==> src/hw/rtl/hpq_pkg.sv <==
// Package for the binary min-heap priority queue.
// Holds the transaction types, command and status codes, and the sequencer states.
// Has no dependencies.
package hpq_pkg;

  localparam int DEPTH_DEF = 64;
  localparam int OCC_W     = 7;

  localparam logic [1:0] CMD_ENQ  = 2'd0;
  localparam logic [1:0] CMD_DEQ  = 2'd1;
  localparam logic [1:0] CMD_PEEK = 2'd2;

  localparam logic [1:0] STAT_OK    = 2'd0;
  localparam logic [1:0] STAT_UNDER = 2'd1;
  localparam logic [1:0] STAT_OVER  = 2'd2;

  typedef struct packed {
    logic        [1:0]  cmd;
    logic signed [31:0] data_in;
    logic signed [31:0] prio_in;
  } in_item_t;

  typedef struct packed {
    logic signed [31:0]      data_out;
    logic                    data_valid;
    logic        [1:0]       status;
    logic        [OCC_W-1:0] occupancy;
    logic                    is_empty;
  } out_item_t;

  typedef struct packed {
    logic signed [31:0] prio;
    logic signed [31:0] data;
  } entry_t;

  typedef enum logic [3:0] {
    ST_IDLE,
    ST_UP_RD,
    ST_UP_CMP,
    ST_DQ_ROOT,
    ST_DQ_LAST,
    ST_DN_L,
    ST_DN_R,
    ST_DN_CMP,
    ST_FIN
  } state_t;

endpackage

==> src/hw/rtl/hpq_ram.sv <==
// Heap entry storage: one write port and one read port with registered read data.
// Depends on hpq_pkg for the entry type.
module hpq_ram import hpq_pkg::*; #(
  parameter int DEPTH = DEPTH_DEF,
  localparam int AW = $clog2(DEPTH)
) (
  input  logic          clk,
  input  logic          we,
  input  logic [AW-1:0] waddr,
  input  entry_t        wdata,
  input  logic          re,
  input  logic [AW-1:0] raddr,
  output entry_t        rdata
);

  entry_t mem [DEPTH];
  entry_t rdata_r;

  always_ff @(posedge clk) begin
    if (we) begin
      mem[waddr] <= wdata;
    end
  end

  always_ff @(posedge clk) begin
    if (re) begin
      rdata_r <= mem[raddr];
    end
  end

  assign rdata = rdata_r;

endmodule

==> src/hw/rtl/binary_min_heap_priority_queue_core.sv <==
// Bounded min-priority queue kept as an array binary heap in one synchronous RAM.
// One transaction is processed at a time. An enqueue climbs from the new last slot towards
// the root, one parent read and compare per level; a dequeue moves the last entry to the root
// and sifts it down, fetching the left and right child in turn through the single read port.
// A peek, a dequeue of the last entry, an underflow or an overflow needs no sift.
// A new transaction is taken while the previous result waits in the output register.
// Depends on hpq_pkg and hpq_ram.
module binary_min_heap_priority_queue_core import hpq_pkg::*; #(
  parameter int DEPTH = DEPTH_DEF
) (
  input  logic      clk,
  input  logic      rst_n,
  input  logic      in_valid,
  output logic      in_stall,
  input  in_item_t  in_item,
  output logic      out_valid,
  input  logic      out_stall,
  output out_item_t out_item
);

  localparam int AW = $clog2(DEPTH);
  localparam int CW = $clog2(DEPTH + 1);
  localparam int IW = AW + 2;

  state_t          state_r, state_nxt;
  logic [AW-1:0]   pos_r, pos_nxt;
  logic [CW-1:0]   count_r, count_nxt;
  logic [1:0]      cmd_r, cmd_nxt;
  entry_t          cur_r, cur_nxt;
  entry_t          lval_r, lval_nxt;
  out_item_t       res_r, res_nxt;
  out_item_t       out_item_r;
  out_item_t       out_load_item;
  logic            out_valid_r;
  logic            out_load;

  logic            mem_we;
  logic [AW-1:0]   mem_waddr;
  entry_t          mem_wdata;
  logic            mem_re;
  logic [AW-1:0]   mem_raddr;
  entry_t          mem_rdata;

  logic [IW-1:0]   l_idx;
  logic [IW-1:0]   r_idx;
  logic [IW-1:0]   cnt_ext;
  logic [AW-1:0]   parent;
  logic            r_ok;
  logic            take_l;
  logic            take_r;

  hpq_ram #(.DEPTH(DEPTH)) u_ram (
    .clk   (clk),
    .we    (mem_we),
    .waddr (mem_waddr),
    .wdata (mem_wdata),
    .re    (mem_re),
    .raddr (mem_raddr),
    .rdata (mem_rdata)
  );

  assign l_idx   = {1'b0, pos_r, 1'b1};
  assign r_idx   = l_idx + IW'(1);
  assign cnt_ext = IW'(count_r);
  assign parent  = (pos_r - AW'(1)) >> 1;
  assign r_ok    = r_idx < cnt_ext;
  assign take_l  = lval_r.prio < cur_r.prio;
  assign take_r  = r_ok && (take_l ? (mem_rdata.prio < lval_r.prio)
                                   : (mem_rdata.prio < cur_r.prio));

  always_ff @(posedge clk) begin
    if (!rst_n) begin
      state_r <= ST_IDLE;
      count_r <= '0;
    end else begin
      state_r <= state_nxt;
      count_r <= count_nxt;
    end
  end

  always_ff @(posedge clk) begin
    pos_r  <= pos_nxt;
    cmd_r  <= cmd_nxt;
    cur_r  <= cur_nxt;
    lval_r <= lval_nxt;
    res_r  <= res_nxt;
  end

  always_comb begin
    state_nxt = state_r;
    pos_nxt   = pos_r;
    count_nxt = count_r;
    cmd_nxt   = cmd_r;
    cur_nxt   = cur_r;
    lval_nxt  = lval_r;
    res_nxt   = res_r;
    mem_we    = 1'b0;
    mem_waddr = pos_r;
    mem_wdata = cur_r;
    mem_re    = 1'b0;
    mem_raddr = '0;
    out_load  = 1'b0;
    case (state_r)
      ST_IDLE: begin
        if (in_valid) begin
          cmd_nxt        = in_item.cmd;
          res_nxt        = '0;
          res_nxt.status = STAT_OK;
          case (in_item.cmd)
            CMD_ENQ: begin
              if (count_r == CW'(DEPTH)) begin
                res_nxt.status = STAT_OVER;
                state_nxt      = ST_FIN;
              end else begin
                cur_nxt.prio = in_item.prio_in;
                cur_nxt.data = in_item.data_in;
                pos_nxt      = count_r[AW-1:0];
                count_nxt    = count_r + CW'(1);
                state_nxt    = ST_UP_RD;
              end
            end
            CMD_DEQ, CMD_PEEK: begin
              if (count_r == '0) begin
                res_nxt.status = STAT_UNDER;
                state_nxt      = ST_FIN;
              end else begin
                mem_re    = 1'b1;
                mem_raddr = '0;
                state_nxt = ST_DQ_ROOT;
              end
            end
            default: begin
              state_nxt = ST_FIN;
            end
          endcase
        end
      end
      ST_UP_RD: begin
        if (pos_r == '0) begin
          mem_we    = 1'b1;
          state_nxt = ST_FIN;
        end else begin
          mem_re    = 1'b1;
          mem_raddr = parent;
          state_nxt = ST_UP_CMP;
        end
      end
      ST_UP_CMP: begin
        mem_we = 1'b1;
        if (mem_rdata.prio > cur_r.prio) begin
          mem_wdata = mem_rdata;
          pos_nxt   = parent;
          state_nxt = ST_UP_RD;
        end else begin
          state_nxt = ST_FIN;
        end
      end
      ST_DQ_ROOT: begin
        res_nxt.data_out   = mem_rdata.data;
        res_nxt.data_valid = 1'b1;
        if (cmd_r == CMD_PEEK) begin
          state_nxt = ST_FIN;
        end else begin
          count_nxt = count_r - CW'(1);
          if (count_r == CW'(1)) begin
            state_nxt = ST_FIN;
          end else begin
            mem_re    = 1'b1;
            mem_raddr = AW'(count_r - CW'(1));
            state_nxt = ST_DQ_LAST;
          end
        end
      end
      ST_DQ_LAST: begin
        cur_nxt   = mem_rdata;
        pos_nxt   = '0;
        state_nxt = ST_DN_L;
      end
      ST_DN_L: begin
        if (l_idx >= cnt_ext) begin
          mem_we    = 1'b1;
          state_nxt = ST_FIN;
        end else begin
          mem_re    = 1'b1;
          mem_raddr = l_idx[AW-1:0];
          state_nxt = ST_DN_R;
        end
      end
      ST_DN_R: begin
        lval_nxt = mem_rdata;
        if (r_ok) begin
          mem_re    = 1'b1;
          mem_raddr = r_idx[AW-1:0];
        end
        state_nxt = ST_DN_CMP;
      end
      ST_DN_CMP: begin
        mem_we = 1'b1;
        if (take_r) begin
          mem_wdata = mem_rdata;
          pos_nxt   = r_idx[AW-1:0];
          state_nxt = ST_DN_L;
        end else if (take_l) begin
          mem_wdata = lval_r;
          pos_nxt   = l_idx[AW-1:0];
          state_nxt = ST_DN_L;
        end else begin
          state_nxt = ST_FIN;
        end
      end
      ST_FIN: begin
        if (!out_valid_r || !out_stall) begin
          out_load  = 1'b1;
          state_nxt = ST_IDLE;
        end
      end
      default: begin
        state_nxt = ST_IDLE;
      end
    endcase
  end

  always_comb begin
    out_load_item           = res_r;
    out_load_item.occupancy = OCC_W'(count_r);
    out_load_item.is_empty  = (count_r == '0);
  end

  always_ff @(posedge clk) begin
    if (!rst_n) begin
      out_valid_r <= 1'b0;
    end else if (out_load) begin
      out_valid_r <= 1'b1;
    end else if (!out_stall) begin
      out_valid_r <= 1'b0;
    end
  end

  always_ff @(posedge clk) begin
    if (out_load) begin
      out_item_r <= out_load_item;
    end
  end

  assign in_stall  = (state_r != ST_IDLE);
  assign out_valid = out_valid_r;
  assign out_item  = out_item_r;

  a_count_bound: assert property (@(posedge clk) disable iff (!rst_n)
    count_r <= CW'(DEPTH))
    else $error("entry count exceeds the heap depth");

  a_no_rw_clash: assert property (@(posedge clk) disable iff (!rst_n)
    (mem_we && mem_re) |-> (mem_waddr != mem_raddr))
    else $error("heap RAM read and write hit the same entry");

  a_valid_ok: assert property (@(posedge clk) disable iff (!rst_n)
    (out_valid_r && out_item_r.data_valid) |-> (out_item_r.status == STAT_OK))
    else $error("returned data carries an error status");

  a_up_not_root: assert property (@(posedge clk) disable iff (!rst_n)
    (state_r == ST_UP_CMP) |-> (pos_r != '0))
    else $error("sift-up compare entered at the root");

  a_dn_order: assert property (@(posedge clk) disable iff (!rst_n)
    (state_r == ST_DN_CMP) |-> ($past(state_r) == ST_DN_R))
    else $error("sift-down compare without child fetch");

endmodule
==> config.mk <==
export PLATFORM = sky130hd
export DESIGN_NAME = binary_min_heap_priority_queue_core
export DESIGN_NICKNAME = d
export VERILOG_FILES = /design/src/hw/rtl/hpq_pkg.sv /design/src/hw/rtl/hpq_ram.sv /design/src/hw/rtl/binary_min_heap_priority_queue_core.sv
export SDC_FILE = /design/constraint.sdc
export NUM_CORES = 2
export LEC_CHECK = 0
export BUFFER_PORTS_ARGS = -buffer_cell sky130_fd_sc_hd__buf_4
export CORE_UTILIZATION = 40
export DETAILED_ROUTE_END_ITERATION = 10
export GPL_TIMING_DRIVEN = 1
export SYNTH_ARGS = -nofsm -noshare
export SYNTH_HDL_FRONTEND = slang
export SYNTH_SLANG_ARGS = --single-unit
export TNS_END_PERCENT = 5
==> constraint.sdc <==
create_clock -name clk -period 10.51 [get_ports clk]
set_clock_uncertainty 0.15 [all_clocks]
set_input_delay 2.102 -clock clk [delete_from_list [all_inputs] [get_ports clk]]
set_output_delay 2.102 -clock clk [all_outputs]
set_load 0.05 [all_outputs]
Yosys cells after proc, flatten, opt, wreduce, memory -nomap -nowiden
Memory sizes are Yosys's and may differ from the RTL's. A register that Yosys moved wholly into a read port is not among the register bits.
Cells that the tools add are included.
Word-level totals
  flip-flop bits (word level): 226
  RAM bits: 4096
  input bits: 70
  output and inout bits: 45
  word-level logic and storage cells: 132
  memories kept: 1
Cells by class
  add/subtract/negate cells: 4
  magnitude comparators: 6
  eq/ne operators: 21
  multiplexer cells: 63
  reductions and logical operators: 20
Memories
  u_ram.mem: depth 64, bits a word 64, read ports 1, clocked after memory_dff 1, wr ports 1, line hpq_ram.sv:16  | entry_t mem [DEPTH];
Operators by type and width (number)
  64-bit two-way mux: 6
  64-bit one-hot mux with 2 select lines: 2
  32-bit less-than comparator: 3
  33-bit one-hot mux with 2 select lines: 1
  6-bit two-way mux: 10
  6-bit one-hot mux with 4 select lines: 2
  4-bit two-way mux: 11
  43-bit two-way mux: 1
  4-bit one-hot mux with 9 select lines: 1
  32-bit > comparator: 1
  7-bit two-way mux: 4
  1-bit two-way mux: 18
  4-bit by 3-bit == test with 1-bit output, second input constant: 4
  7-bit one-hot mux with 2 select lines: 1
  2-bit inequality test, second input constant: 5
  7-bit by 1-bit adder with 8-bit output, second input constant: 1
  4-bit by 2-bit == test with 1-bit output, second input constant: 2
  8-bit by 7-bit less-than comparator with 1-bit output: 1
  4-bit one-hot mux with 2 select lines: 1
  4-bit nonzero test: 2
  7-bit by 1-bit adder with 7-bit output, second input constant: 1
  7-bit by 1-bit == test with 1-bit output, second input constant: 1
  7-bit == test, second input constant: 1
  7-bit >= comparator: 1
  26 further kinds: 33

Logic depth before layout (Yosys ltp)
  depth in word-level cells: 5
  gate-level depth with buffers: 22
  depth with buffers taken out: 14

Modules after synthesis
From an unflattened synthesis, not the netlist that was laid out.
Unflattened totals
  cells, all modules: 7657
  area total of the unflattened synthesis: 170015.6 sq um
By module, submodules not included
  hpq_ram: times used 1, cells each 6598, area an instance 157025.6 sq um, seq. area each 124919.8 sq um
  binary_min_heap_priority_queue_core: times used 1, cells each 1059, area an instance 12990.0 sq um, seq. area each 6666.4 sq um

Least setup slack after synthesis
OpenSTA, ideal clock, no wires.
  kind: input-to-reg
  start: in in_item[64] (netlist name)
  end: reg cur_r[0] (netlist name) (enable)
  arrival: 8.518 ns
  slack: 1.198 ns
  stages on the path: 4
  buffers on the path: 0
  cells stage by stage: inv_1 ha_1 a31oi_1 nor4_1
Between the ends
  cells in the longest elaborated chain, start to end: 3
RTL lines
  from (decl): line binary_min_heap_priority_queue_core.sv:15  | input in_item_t in_item,
  2-bit zero test: line binary_min_heap_priority_queue_core.sv:109  | case (in_item.cmd)
  2-bit by 1-bit inequality test with 1-bit output (no source line)
  4-bit AND reduction (no source line)
  to (signal assigned): line binary_min_heap_priority_queue_core.sv:84  | cur_r <= cur_nxt;
  to (decl): line binary_min_heap_priority_queue_core.sv:29  | entry_t cur_r, cur_nxt;
Every way passes these cells.
A chain may end at the register's enable or synchronous reset.

Worst setup path in the final report
  start: reg pos_r[2], in the netlist mem_waddr[2]
  end: reg, netlist name u_ram.rdata[60]
Between the ends
  cells in the longest elaborated chain, start to end: 4
RTL lines
  from (decl): line binary_min_heap_priority_queue_core.sv:26  | logic [AW-1:0] pos_r, pos_nxt;
  from (signal assigned): line binary_min_heap_priority_queue_core.sv:82  | pos_r <= pos_nxt;
  7-bit by 1-bit adder with 8-bit output: line binary_min_heap_priority_queue_core.sv:63  | assign r_idx = l_idx + IW'(1);
  8-bit by 7-bit less-than comparator with 1-bit output: line binary_min_heap_priority_queue_core.sv:66  | assign r_ok = r_idx < cnt_ext;
  1-bit two-way mux or 6-bit two-way mux (tied branches): line binary_min_heap_priority_queue_core.sv:191  | if (r_ok) begin
  1-bit one-hot mux with 5 select lines or 6-bit one-hot mux with 4 select lines (tied branches): line binary_min_heap_priority_queue_core.sv:103  | case (state_r)
Parallel ways exist; a longest one is shown, timed or not.

==> qor.csv <==
stage,metric,value,unit
sta,Slew Limit Fails,24,
floorplan,Die Ht,657,um
cells_and_area,NumNets Final,11400,
cells_and_area,share of cells above drive strength 1,0.118,
worst_setup_path,Worst Path Max Fanout,33,
cells_and_area,area occupied by registers,0.132,mm^2
worst_setup_path,R2R Path Start,mem_waddr[2],
worst_setup_path,beginning of the critical path,mem_waddr[2],
route,vias,109000,
clocking,clock buffer depth,4,
synth,Synth Register Bits,4386,
worst_setup_path,worst r2r dst,u_ram.rdata[60],
route,metal1 wirelength,216,mm
worst_setup_path,critical path data arrival time,8290,ps
clocking,Post-CTS Setup Repair Bufs,0,
clocking,hold-fix buffer count after cts,0,
sta,RSZ-0062 raised after global routing,false,
synth,Syn Std Cell Area,0.172,mm^2
sta,Fin Setup TNS,0,ps
worst_hold_path,Hold Path Class,reg -> reg,
clocking,post-CTS sizing,0,
cells_and_area,"leading cell type in the layout, fill and taps excluded",edfxtp_1,
clocking,clk slew on worst S/H paths,60,ps
run_status,status,"complete, but fails checks",
clocking,clk_lat worst skew,990,ps
synth,yosys warns,0,
route,Top Layer Used,met5,
floorplan,FP Rows,240,
cells_and_area,Non-Filler Instances,17300,
sta,Tightest Pin Transition,1510,ps
synth,register area share after synthesis,0.766,
power,total power,36.0,mW
route,vias per std cell,6.28,
synth,asr flop ratio synth,0,
cells_and_area,Area Growth Syn to Fin,12.7,%
route,number of nets still failing antenna checks after routing,0,
worst_setup_path,Worst setup SP type,flip-flop,
placed_design,Placer Congestion,0.883,
synth,prevailing post-synth register cell,edfxtp_1,
grt,largest net degree at the start of global routing,141,
route,met2 WL,265,mm
worst_setup_path,WP data required,11020,ps
placed_design,Area after DPL,0.180,mm^2
power,peak supply drop,0.000142,V
grt,total grt overflow,0,
clocking,Num CTS Buffers,423,
worst_setup_path,Worst Reg-to-Reg Cells,14,
power,leak pwr,61.8,nW
route,DRT iter0 DRCs,17400,
synth,"EDFF count, synth",4374,
route,DR DRC count,0,
cells_and_area,finished layout cell area,0.194,mm^2
synth,Post-Syn Nets,11400,
grt,first-pass GRT wire length,804,mm
worst_setup_path,kind of end point of the critical path,flip-flop,
sta,fmax,129,MHz
worst_hold_path,Worst Hold Path Cells,0,
worst_setup_path,Reg2Reg Setup Slack,2730,ps
worst_setup_path,Worst Setup EP,u_ram.rdata[60],
placed_design,Final HPWL DP,301,mm
floorplan,Die Width,657,um
synth,synthesized area per cell,15.4,um^2
route,WL met3,72.1,mm
clocking,clk sinks,4386,
cells_and_area,Fillers,36500,
power,Power Dens Cells,186,mW/mm^2
run_status,failing checks,"capacitance limit, slew limit",
sta,"crit path setup slack, layout",2730,ps
placed_design,pre-CTS setup slack,3110,ps
synth,cell count after synthesis,11200,
route,first drt pass iteration count,8,
grt,Total GRT Usage,0.261,
floorplan,Top Ports,115,
sta,Tcrit/Tclk final,0.740,
route,drt wl/cell,33.8,um
route,routed wire length,584,mm
grt,number of global-route vias before repair,103000,
clocking,CTS root buf,clkbuf_16,
synth,Yosys cell types,79,
sta,Final Critical Period,7780,ps
clocking,CTS tree,yes,
sta,Slew headroom,-0.0105,
placed_design,dpl cells,16500,
cells_and_area,utilization after layout,0.453,
job,max cap viols,1,
placed_design,# port buffers,114,
cells_and_area,area of the multi-input gates,0.0373,mm^2
floorplan,Initial Util,0.402,
sta,WHS,267,ps
sta,Setup Viol. Count Final,0,
floorplan,CORE AREA,0.427,mm^2
worst_setup_path,Setup Crit Path Kind,reg -> reg,
clocking,htree depth,5,
sta,final count of hold timing violations,0,
floorplan,DIE AREA,0.432,mm^2
cells_and_area,most frequent cells in the layout,"edfxtp_1, nand2_1, clkbuf_16, a31oi_1, a21oi_1",
grt,initial antenna violation count,26,
==> flip-flops by register name (all words and copies together), names as in the netlist <==
signal and count:
count_r 7, u_ram.rdata 64, out_load_item 35, lval_r 64, cur_r 64, mem_waddr 6, u_ram.mem 4096, out_valid 1
state_r 4, out_item 43, cmd_r 2
==> synthesized netlist by cell type, types with 6 or more instances <==
cell type  count  share of area
o22a_1        65         0.0033
a21oi_1      363          0.011
o22ai_1      135         0.0049
a211oi_1      67         0.0029
a31oi_1      395          0.014
buf_1         41        0.00090
nand3_1      150         0.0044
xnor2_1       14        0.00071
a22oi_1      195         0.0085
nor2b_1       16        0.00058
or2_2          6        0.00022
nand2b_1       9        0.00033
o311ai_0      46         0.0023
edfxtp_1    4374           0.76
o311ai_1      18        0.00092
nor3_1        15        0.00044
ha_1         114         0.0083
buf_4         35         0.0015
a32oi_1       65         0.0033
a2111oi_2     64         0.0056
nor2_1       104         0.0023
o21ai_0      346          0.010
and2_1       104         0.0038
inv_1         81         0.0018
nand2_1     2162          0.047
dfxtp_1       12         0.0014
a221o_1      193          0.011
clkbuf_1     384         0.0084
a221oi_1     257          0.013
a21o_1        29         0.0013
buf_2        293         0.0085
a22o_1        65         0.0033
a311oi_1     128         0.0065
and3_1       260         0.0095
nand4_1       22        0.00080
mux2_2       128         0.0084
mux2i_1      324          0.019
or3_1          9        0.00033
==> cell families after synthesis <==
logic type,share of synthesized area
AOI/OAI and AO/OA,0.105
xor gates and xnor gates,0.000867
adders and majority gates,0.00831
buffers and inverters,0.0214
DFF,0.766
muxes,0.0273
and+or+nand+nor,0.0713
==> worst max-delay path: stages (launching register included) <==
cell	delay (ps)
edfxtp_1	780
nand3_1	380
nor2_1	250
xor2_1	120
ha_1	240
a2111o_1	420
o22ai_1	920
and2_1	340
a221o_4	560
buf_4	720
nand2_4	590
buf_4	610
a311oi_1	310
o311ai_0	240
a2111oi_2	750
==> cell type report <==
class	instances	area share
Antenna cell	8	0.000103
Clock buffer	504	0.0568
Clock inverter	273	0.0133
Inverter	81	0.00158
Multi-Input combinational cell	5942	0.193
Sequential cell	4386	0.680
Tap cell	5687	0.0368
Timing Repair Buffer	407	0.0188
==> worst min-delay path by stage <==
stage                      startpoint            to  slack, ps
floorplan           out_load_item[10]  out_item[10]        250
global placement    out_load_item[10]  out_item[10]        250
detailed placement  out_load_item[39]  out_item[39]        250
CTS                 out_load_item[39]  out_item[39]        270
global route        out_load_item[22]  out_item[22]        270
finish              out_load_item[39]  out_item[39]        270
==> metal layers <==
layer	vias to the layer above	GRT usage
met2	7964	0.409
met5	-	0
met4	8	0.119
met3	1395	0.0557
li1	43900	-
met1	55400	0.350
==> where the power goes <==
part           total, mW  internal, mW  switching (mW)
clock network       15.1          8.47            6.63
logic               1.44         0.377            1.07
registers           19.4          19.3          0.0724
total               36.0          28.2            7.77
Note: power is estimated with default switching activity, not from simulation.
